## src/mbps_pkg.sv

```systemverilog
// Shared types and constants of the masked byte pattern search core.
`timescale 1ns / 1ps

package mbps_pkg;

  localparam int MAX_PATTERN = 16;
  localparam int HIST_DEPTH  = MAX_PATTERN - 1;
  localparam int LEN_W       = $clog2(MAX_PATTERN) + 1;
  localparam int OFFSET_W    = 32;
  localparam int ADDR_W      = 5;
  localparam int DATA_W      = 64;

  typedef enum logic [1:0] {
    REG_PATTERN_LOW    = 2'd0,
    REG_PATTERN_HIGH   = 2'd1,
    REG_WILDCARD_MASK  = 2'd2,
    REG_PATTERN_LENGTH = 2'd3
  } reg_index_t;

  typedef struct packed {
    logic [MAX_PATTERN*8-1:0] pattern;
    logic [MAX_PATTERN-1:0]   wild;
    logic [LEN_W-1:0]         length;
  } cfg_t;

  typedef struct packed {
    logic                produce;
    logic                found;
    logic [OFFSET_W-1:0] offset;
  } result_t;

endpackage

```

## src/masked_byte_pattern_search_core.sv

```systemverilog
// Top level of the masked byte pattern search core.
//
//   Channel  Signals                          Direction
//   input    in_valid/in_ready, data_byte,    into the core
//            last_byte
//   output   out_valid/out_ready, found,      out of the core
//            match_offset
//   config   psel/penable/pwrite/paddr/       APB-style, 64-bit registers
//            pwdata/prdata/pready             at byte addresses 0, 8, 16, 24
//
// A byte is taken into the input register and compared against the pattern from
// there; its result, if any, is loaded into the output register once that register
// is free, so a result passes the input and then the output register, and one byte
// can be accepted in every cycle while no result is stalled in the output register.
// The window compare between the input and output registers sets this rate.
// Reset is synchronous and clears the valid flags, configuration and match state.
// A stalled result holds the input register, which then backs up the input.
`timescale 1ns / 1ps

module masked_byte_pattern_search_core import mbps_pkg::*; (
  input  logic                clk,
  input  logic                rst,
  input  logic                in_valid,
  output logic                in_ready,
  input  logic [7:0]          data_byte,
  input  logic                last_byte,
  output logic                out_valid,
  input  logic                out_ready,
  output logic                found,
  output logic [OFFSET_W-1:0] match_offset,
  input  logic                psel,
  input  logic                penable,
  input  logic                pwrite,
  input  logic [ADDR_W-1:0]   paddr,
  input  logic [DATA_W-1:0]   pwdata,
  output logic [DATA_W-1:0]   prdata,
  output logic                pready
);

  cfg_t       cfg;
  result_t    res;
  logic       s1_valid;
  logic [7:0] s1_byte;
  logic       s1_last;
  logic       out_free;
  logic       step;

  mbps_cfg_regs u_cfg_regs (
    .clk     (clk),
    .rst     (rst),
    .psel    (psel),
    .penable (penable),
    .pwrite  (pwrite),
    .paddr   (paddr),
    .pwdata  (pwdata),
    .prdata  (prdata),
    .pready  (pready),
    .cfg     (cfg)
  );

  mbps_window u_window (
    .clk       (clk),
    .rst       (rst),
    .step      (step),
    .data_byte (s1_byte),
    .last_byte (s1_last),
    .cfg       (cfg),
    .res       (res)
  );

  assign out_free = !out_valid || out_ready;
  assign step     = s1_valid && out_free;
  assign in_ready = !s1_valid || out_free;

  always_ff @(posedge clk) begin
    if (rst) begin
      s1_valid <= 1'b0;
    end else if (in_ready) begin
      s1_valid <= in_valid;
    end
  end

  always_ff @(posedge clk) begin
    if (in_valid && in_ready) begin
      s1_byte <= data_byte;
      s1_last <= last_byte;
    end
  end

  always_ff @(posedge clk) begin
    if (rst) begin
      out_valid <= 1'b0;
    end else if (step && res.produce) begin
      out_valid <= 1'b1;
    end else if (out_ready) begin
      out_valid <= 1'b0;
    end
  end

  always_ff @(posedge clk) begin
    if (step && res.produce) begin
      found        <= res.found;
      match_offset <= res.offset;
    end
  end

`ifndef SYNTHESIS
  a_not_found_zero: assert property (@(posedge clk) disable iff (rst)
    out_valid && !found |-> match_offset == '0)
    else $error("Not-found result carries a nonzero offset.");

  a_stage_held: assert property (@(posedge clk) disable iff (rst)
    s1_valid && !out_free |=> s1_valid && $stable(s1_byte) && $stable(s1_last))
    else $error("Input register lost its byte while the output was stalled.");
`endif

endmodule

```

## src/mbps_cfg_regs.sv

```systemverilog
// Configuration register file with an APB-style access port.
`timescale 1ns / 1ps

module mbps_cfg_regs import mbps_pkg::*; (
  input  logic              clk,
  input  logic              rst,
  input  logic              psel,
  input  logic              penable,
  input  logic              pwrite,
  input  logic [ADDR_W-1:0] paddr,
  input  logic [DATA_W-1:0] pwdata,
  output logic [DATA_W-1:0] prdata,
  output logic              pready,
  output cfg_t              cfg
);

  logic [63:0] pattern_low;
  logic [63:0] pattern_high;
  logic [15:0] wildcard_mask;
  logic [4:0]  pattern_length;
  logic        wr_en;
  reg_index_t  reg_index;

  assign pready    = 1'b1;
  assign wr_en     = psel && penable && pwrite;
  assign reg_index = reg_index_t'(paddr[4:3]);

  always_ff @(posedge clk) begin
    if (rst) begin
      pattern_low    <= '0;
      pattern_high   <= '0;
      wildcard_mask  <= '0;
      pattern_length <= 5'd1;
    end else if (wr_en) begin
      unique case (reg_index)
        REG_PATTERN_LOW:    pattern_low    <= pwdata;
        REG_PATTERN_HIGH:   pattern_high   <= pwdata;
        REG_WILDCARD_MASK:  wildcard_mask  <= pwdata[15:0];
        REG_PATTERN_LENGTH: pattern_length <= pwdata[4:0];
        default: ;
      endcase
    end
  end

  always_comb begin
    unique case (reg_index)
      REG_PATTERN_LOW:    prdata = pattern_low;
      REG_PATTERN_HIGH:   prdata = pattern_high;
      REG_WILDCARD_MASK:  prdata = {48'd0, wildcard_mask};
      REG_PATTERN_LENGTH: prdata = {59'd0, pattern_length};
      default:            prdata = '0;
    endcase
  end

  always_comb begin
    cfg.pattern = {pattern_high, pattern_low};
    cfg.wild    = {wildcard_mask[15:1], 1'b0};
    if (pattern_length == '0) begin
      cfg.length = LEN_W'(1);
    end else if (pattern_length > LEN_W'(MAX_PATTERN)) begin
      cfg.length = LEN_W'(MAX_PATTERN);
    end else begin
      cfg.length = pattern_length;
    end
  end

endmodule

```

## src/mbps_window.sv

```systemverilog
// Byte history, offset counter and window compare of the pattern search.
`timescale 1ns / 1ps

module mbps_window import mbps_pkg::*; (
  input  logic       clk,
  input  logic       rst,
  input  logic       step,
  input  logic [7:0] data_byte,
  input  logic       last_byte,
  input  cfg_t       cfg,
  output result_t    res
);

  logic [HIST_DEPTH*8-1:0]  hist;
  logic [OFFSET_W-1:0]      bytes_seen;
  logic                     match_reported;
  logic [MAX_PATTERN*8-1:0] window;
  logic [MAX_PATTERN*8-1:0] reversed;
  logic [MAX_PATTERN*8-1:0] aligned;
  logic [LEN_W-1:0]         shift;
  logic [OFFSET_W-1:0]      len_m1;
  logic                     pos_ok;
  logic                     enough;
  logic                     match;

  assign window = {hist, data_byte};
  assign shift  = LEN_W'(MAX_PATTERN) - cfg.length;
  assign len_m1 = OFFSET_W'(cfg.length) - OFFSET_W'(1);

  always_comb begin
    for (int j = 0; j < MAX_PATTERN; j++) begin
      reversed[j*8 +: 8] = window[(MAX_PATTERN-1-j)*8 +: 8];
    end
    aligned = reversed >> {shift, 3'b000};
    pos_ok  = 1'b1;
    for (int p = 0; p < MAX_PATTERN; p++) begin
      if ((LEN_W'(p) < cfg.length) && !cfg.wild[p] &&
          (aligned[p*8 +: 8] != cfg.pattern[p*8 +: 8])) begin
        pos_ok = 1'b0;
      end
    end
  end

  assign enough = bytes_seen >= len_m1;
  assign match  = !match_reported && enough && pos_ok;

  always_comb begin
    res.produce = match || (last_byte && !match_reported);
    res.found   = match;
    res.offset  = match ? (bytes_seen - len_m1) : '0;
  end

  always_ff @(posedge clk) begin
    if (rst) begin
      bytes_seen     <= '0;
      match_reported <= 1'b0;
    end else if (step) begin
      if (last_byte) begin
        bytes_seen     <= '0;
        match_reported <= 1'b0;
      end else begin
        if (bytes_seen != '1) begin
          bytes_seen <= bytes_seen + OFFSET_W'(1);
        end
        if (match) begin
          match_reported <= 1'b1;
        end
      end
    end
  end

  always_ff @(posedge clk) begin
    if (step && !last_byte) begin
      hist <= {hist[(HIST_DEPTH-1)*8-1:0], data_byte};
    end
  end

`ifndef SYNTHESIS
  a_clear_on_last: assert property (@(posedge clk) disable iff (rst)
    step && last_byte |=> (bytes_seen == '0) && !match_reported)
    else $error("Search state not cleared after the last byte.");

  a_mark_on_found: assert property (@(posedge clk) disable iff (rst)
    step && res.found && !last_byte |=> match_reported)
    else $error("Match not recorded after a found result.");

  a_single_found: assert property (@(posedge clk) disable iff (rst)
    match_reported |-> !res.found)
    else $error("Second match reported within one buffer.");
`endif

endmodule

```

## config.mk

```make
export PLATFORM = sky130hd
export DESIGN_NAME = masked_byte_pattern_search_core
export DESIGN_NICKNAME = d
export VERILOG_FILES = /design/src/mbps_pkg.sv /design/src/masked_byte_pattern_search_core.sv /design/src/mbps_cfg_regs.sv /design/src/mbps_window.sv
export SDC_FILE = /design/constraint.sdc
export NUM_CORES = 1
export LEC_CHECK = 0
export BUFFER_PORTS_ARGS = -buffer_cell sky130_fd_sc_hd__buf_2
export CORE_UTILIZATION = 44
export DETAILED_ROUTE_END_ITERATION = 8
export MAX_ROUTING_LAYER = met4
export SKIP_LAST_GASP = 1
export SLEW_MARGIN = 20
export SYNTH_ARGS = -nofsm -noshare
export SYNTH_HDL_FRONTEND = slang
export SYNTH_HIERARCHICAL = 1
export SYNTH_SLANG_ARGS = --single-unit
```

## constraint.sdc

```tcl
create_clock -name clk -period 12.1 [get_ports clk]
set_clock_uncertainty 0.05 [all_clocks]
set_input_delay 0.605 -clock clk [delete_from_list [all_inputs] [get_ports clk]]
set_output_delay 0.605 -clock clk [all_outputs]
set_load 0.02 [all_outputs]
```

* Word level (Yosys, flattened, before mapping)
Index checks and enable logic that the tools add are counted.
** Storage, ports and cells
- Flip-flop bits (word level) :: 346
- Latch bits :: 0
- Memory bits (writable) :: 0
- Bits in read-only memories :: 0
- Memories :: 0
** Cells by class
- Add/sub/neg operators :: 4
- Multipliers :: 0
- Div/mod/pow operators :: 0
- $lt $le $gt $ge :: 18
- Equality and inequality tests :: 20
- Shift-type cells :: 1
- Multiplexer cells :: 25
- Bitwise gates (word level) :: 0
- Reductions and logical operators :: 73
** Operators with widths (number)
- one-hot mux 64 bit (4 select lines) :: 1
- != test 8 bit :: 16
- >> shifter 128 x 8 -> 128 bit :: 1
- 2-to-1 mux 32 bit :: 2
- logical AND 1 bit :: 40
- less-than comparator 4 x 5 -> 1 bit, first input constant :: 8
- adder 32 x 1 -> 32 bit, second input constant :: 1
- greater-or-equal comparator 32 bit :: 1
- != test 32 bit, second input constant :: 1
- subtractor 32 bit :: 1
- less-than comparator 3 x 5 -> 1 bit, first input constant :: 4
- 2-to-1 mux 1 bit :: 20
- zero test 1 bit :: 19
- AND reduction 2 bit :: 6
- less-than comparator 1 x 5 -> 1 bit, first input constant :: 2
- less-than comparator 2 x 5 -> 1 bit, first input constant :: 2
- 2-to-1 mux 5 bit :: 2
- nonzero test 2 bit :: 3
- subtractor 5 x 1 -> 6 bit, second input constant :: 1
- greater-than comparator 5 bit, second input constant :: 1
- zero test 5 bit :: 1
- subtractor 5 bit, first input constant :: 1
- equality test 2 bit, second input constant :: 2
- logical OR 1 bit :: 3
- other kinds (2) :: 2

* Logic depth before layout (Yosys ltp)
- Depth in word-level cells :: 27
- Depth in mapped cells :: 30
- Mapped depth without buffers :: 21

* Cells and area by module
Netlist, hierarchy kept.
** Modules (own cells, without submodules)
- mbps_window :: instances 1, cells an instance 1480, area an instance 13958.4 µm², seq. area each 4264.1 µm²
- mbps_cfg_regs :: instances 1, cells an instance 736, area an instance 7378.3 µm², seq. area each 2982.9 µm²
- masked_byte_pattern_search_core :: instances 1, cells an instance 53, area an instance 1363.8 µm², seq. area each 1301.2 µm²

* Least setup slack after synthesis
Ideal clock, no wire load.
- Kind :: register -> register
- From :: register u_cfg_regs.pattern_length[1]
- To :: register found, enable pin
- Library setup time :: 0.427 ns
- Arrival :: 7.003 ns
- Data required time :: 11.623 ns
- Path slack :: 4.620 ns
- Stages on the path, launching flop included :: 31
- Path buffers :: 10
- Period minus slack after synthesis :: 7.480 ns
- Path through :: dfxtp_1 nor3_1 nor2_1 nor2_1 buf_4 inv_1 buf_2 buf_2 clkbuf_1 ha_1 buf_4 buf_4 buf_4 buf_2 buf_4 inv_1 fa_1 nor2b_1 o21ai_0 a21oi_1 nor3_1 o311ai_0 nand2_1 o211ai_1 nand4_1 nand3_1 nor4b_4 buf_6 a21o_1 nand2_1 nor2b_1
** RTL lines
- from (decl) :: RTL line mbps_cfg_regs.sv:20 : logic [4:0] pattern_length;
- from (signal assigned) :: RTL line mbps_cfg_regs.sv:39 : REG_PATTERN_LENGTH: pattern_length <= pwdata[4:0];
- to (signal assigned) :: RTL line masked_byte_pattern_search_core.sv:102 : found <= res.found;
- to (decl) :: RTL line masked_byte_pattern_search_core.sv:29 : output logic found,

==> impl_metrics.env <==
export IMPL_status="finished clean"
export IMPL_required_ns=12.23
export IMPL_cts_hold_buf=0
export IMPL_hp_class="primary input to register"
export IMPL_wirelength_um=68900
export IMPL_ant_nets=0
export IMPL_fill_cells=4625
export IMPL_critPathKind="register to register"
export IMPL_synth_xor_area_frac=0.0582
export IMPL_setup_viol=0
export IMPL_fin_nets=2481
export IMPL_clock_path_buffers=3
export IMPL_p_per_area_nw_per_um2=114
export IMPL_finish_utilization=0.498
export IMPL_min_period_over_period=0.694
export IMPL_synth_area_um2=22700
export IMPL_syn_inst=2269
export IMPL_postCtsSetupBuffers=0
export IMPL_synth_top_area_cell="edfxtp_1"
export IMPL_final_common_cell="mux2i_1"
export IMPL_hold_viol_final=0
export IMPL_whs_endpoint="s1_byte[5]"
export IMPL_final_cell_mix="mux2i_1 (362), nand2b_1 (216), dfxtp_1 (184)"
export IMPL_place_ws_ns=3.90
export IMPL_ys_ff_latch=346
export IMPL_finalPower_mw=2.87
export IMPL_synth_top_family_by_area="multiplexers"
export IMPL_slew_limit_headroom=0.246
export IMPL_area_growth_pct=10.7
export IMPL_clk_transition_reported_paths_ns=0.06
export IMPL_cts_repair_resized=0
export IMPL_core_area_um2=50500
export IMPL_cp_end_kind="register"
export IMPL_ys_warn_count=6
export IMPL_io_pins=185
export IMPL_vdd_drop_max_mv=0.0779
export IMPL_grt_pass1_wl_um=105000
export IMPL_worstRegToRegCells=19
export IMPL_tightest_slew_ns=1.12
export IMPL_grt_max_degree=124
export IMPL_synth_avg_cell_area_um2=10.0
export IMPL_maxCapViolations=0
export IMPL_cts_root_buffer="clkbuf_16"
export IMPL_rsz0062_at_grt="false"
export IMPL_slew_violations=0
export IMPL_grt_pass1_vias=17100
export IMPL_synth_fa_ha_area_frac=0.0207
export IMPL_clkSinkCount=346
export IMPL_dp_hpwl_um=50500
export IMPL_io_buffers=180
export IMPL_muxShareOfSynthArea=0.218
export IMPL_crit_arrival_ns=8.53
export IMPL_min_from="data_byte[5]"
export IMPL_place_area_um2=23800
export IMPL_synth_edf_count=162
export IMPL_gp_congestion=0.955
export IMPL_design_area_um2=25100
export IMPL_wl_per_cell_um=22.5
export IMPL_finish_cell_count_without_fillers=3062
export IMPL_first_pass_iters=5
export IMPL_overflow=0
export IMPL_fin_tns_setup_ns=0
export IMPL_synthTopCellsByArea="edfxtp_1 (21%), dfxtp_1 (16%), mux2i_1 (16%)"
export IMPL_p_leak_nw=10.8
export IMPL_ys_flop_type="dfxtp_1"
export IMPL_start_util=0.450
export IMPL_clkLatencyLatePin_ns=0.57
export IMPL_vias_per_cell=5.91
export IMPL_timing_rr_end="match_offset[4]"
export IMPL_yosysSeqAreaShare=0.377
export IMPL_antenna_cells=0
export IMPL_drive_gt1_frac=0.147
export IMPL_rows=82
export IMPL_drtIter0Drc=1709
export IMPL_numCtsBuffers=42
export IMPL_htree_levels=2
export IMPL_synthDistinctLibCells=80
export IMPL_grtUsageTotal=0.265
export IMPL_fin_ws_ns=3.70
export IMPL_path_max_fanout=66
export IMPL_die_area_um2=52500
export IMPL_die_w_um=229
export IMPL_r2r_slack_ns=3.70
export IMPL_reg2reg_from="u_cfg_regs/pattern_length[4]"
export IMPL_hold_ws_ns=0.167
export IMPL_vias=18100
export IMPL_drc=0
export IMPL_die_y_um=229
export IMPL_synthArstFlopShare=0
export IMPL_holdPathStages=1
export IMPL_cts_tree="yes"
export IMPL_synth_compound_area_frac=0.0983
export IMPL_synth_top_cell_area_share=0.214
export IMPL_yosys_area_share_simple=0.182
export IMPL_place_inst=2987
export IMPL_period_needed_ns=8.40
export IMPL_max_freq_mhz=119
export IMPL_cp_start_kind="register"
export IMPL_antenna_found_initial=0
export IMPL_synth_nets=2391
## kinds of logic (layout without fill, tap and decap cells)
family          after synthesis  after routing
simple gates                768            768
flops                       346            346
buf+inv                     187            308
mux                         426            426
fa+ha+maj                    37             37
compound gates              353            353
xor+xnor                    150            150
other cells                   2              2
## cells in the mapped netlist (8+ instances only)
| cell | number |
|---|---|
| nand4_1 | 27 |
| nor4_1 | 17 |
| mux2_2 | 11 |
| nand2b_1 | 216 |
| o21a_1 | 12 |
| or3_1 | 8 |
| buf_2 | 41 |
| and3_1 | 22 |
| nand2_1 | 159 |
| a21o_1 | 20 |
| mux4_2 | 53 |
| ha_1 | 36 |
| a21oi_1 | 107 |
| nor3_1 | 34 |
| edfxtp_1 | 162 |
| nor2b_1 | 17 |
| o22ai_1 | 35 |
| buf_4 | 49 |
| nor3b_1 | 8 |
| nor4bb_1 | 9 |
| xor2_1 | 89 |
| a22oi_1 | 16 |
| nand3_1 | 35 |
| o21ai_0 | 63 |
| nor2_1 | 141 |
| mux2i_1 | 362 |
| a211oi_1 | 11 |
| inv_1 | 28 |
| clkbuf_1 | 59 |
| and2_1 | 34 |
| xnor2_1 | 60 |
| o32ai_1 | 17 |
| dfxtp_1 | 184 |
| a31oi_1 | 22 |
## worst max-delay path by stage
stage | from | end | slack (ns)
floorplan | u_cfg_regs/pattern_length[1] | found | 4.62
global placement | u_cfg_regs/pattern_length[4] | match_offset[3] | 4.11
detailed placement | u_cfg_regs/pattern_length[4] | match_offset[3] | 3.90
CTS | u_cfg_regs/pattern_length[4] | match_offset[4] | 3.85
global route | u_cfg_regs/pattern_length[4] | match_offset[4] | 3.14
finish | u_cfg_regs/pattern_length[4] | match_offset[4] | 3.70
## per-layer routing
layer,GRT usage,vias up,part of all wire
met2,0.398,651,0.44
li1,-,8441,-
met5,-,-,0
met1,0.368,8903,0.46
met3,0.0308,106,0.061
met4,0.0892,0,0.031
## power by group
part | switching [mW] | total (mW) | internal, mW
clock network | 0.503 | 1.25 | 0.744
registers | 0.0260 | 1.28 | 1.26
logic | 0.208 | 0.344 | 0.135
## critical path, stage by stage (launching register included)
cell	delay [ns]
dfxtp_1	0.90
nor2_4	0.06
buf_4	0.37
inv_2	0.19
buf_4	0.74
ha_1	0.60
nor4b_1	0.53
a32o_1	0.24
nor2_1	0.18
nor3_1	0.65
a22oi_1	0.23
xnor2_1	0.18
nor4_1	0.69
a211oi_1	0.25
or4_4	0.48
nor4b_4	0.25
buf_4	0.34
a21o_1	0.13
nand2_1	0.10
nor2b_4	0.77
## registers in the layout, summed over array words and instances (netlist names)
name,flops
u_window/hist,120
u_cfg_regs/pattern_high,64
u_cfg_regs/pattern_low,64
match_offset,32
u_window/bytes_seen,32
u_cfg_regs/wildcard_mask,16
s1_byte,8
u_cfg_regs/pattern_length,5
found,1
out_valid,1
s1_last,1
s1_valid,1
u_window/match_reported,1
## cell type report
class | instances | area [um^2] | area share
inverter | 28 | 105 | 0.00418
clock inverter | 7 | 65.1 | 0.00259
tap | 672 | 841 | 0.0335
sequential | 346 | 8550 | 0.340
clock buffer | 68 | 1280 | 0.0510
timing repair buffer | 205 | 1110 | 0.0440
multi-input combinational | 1736 | 13200 | 0.525
Power figures use the tool's default switching activity.
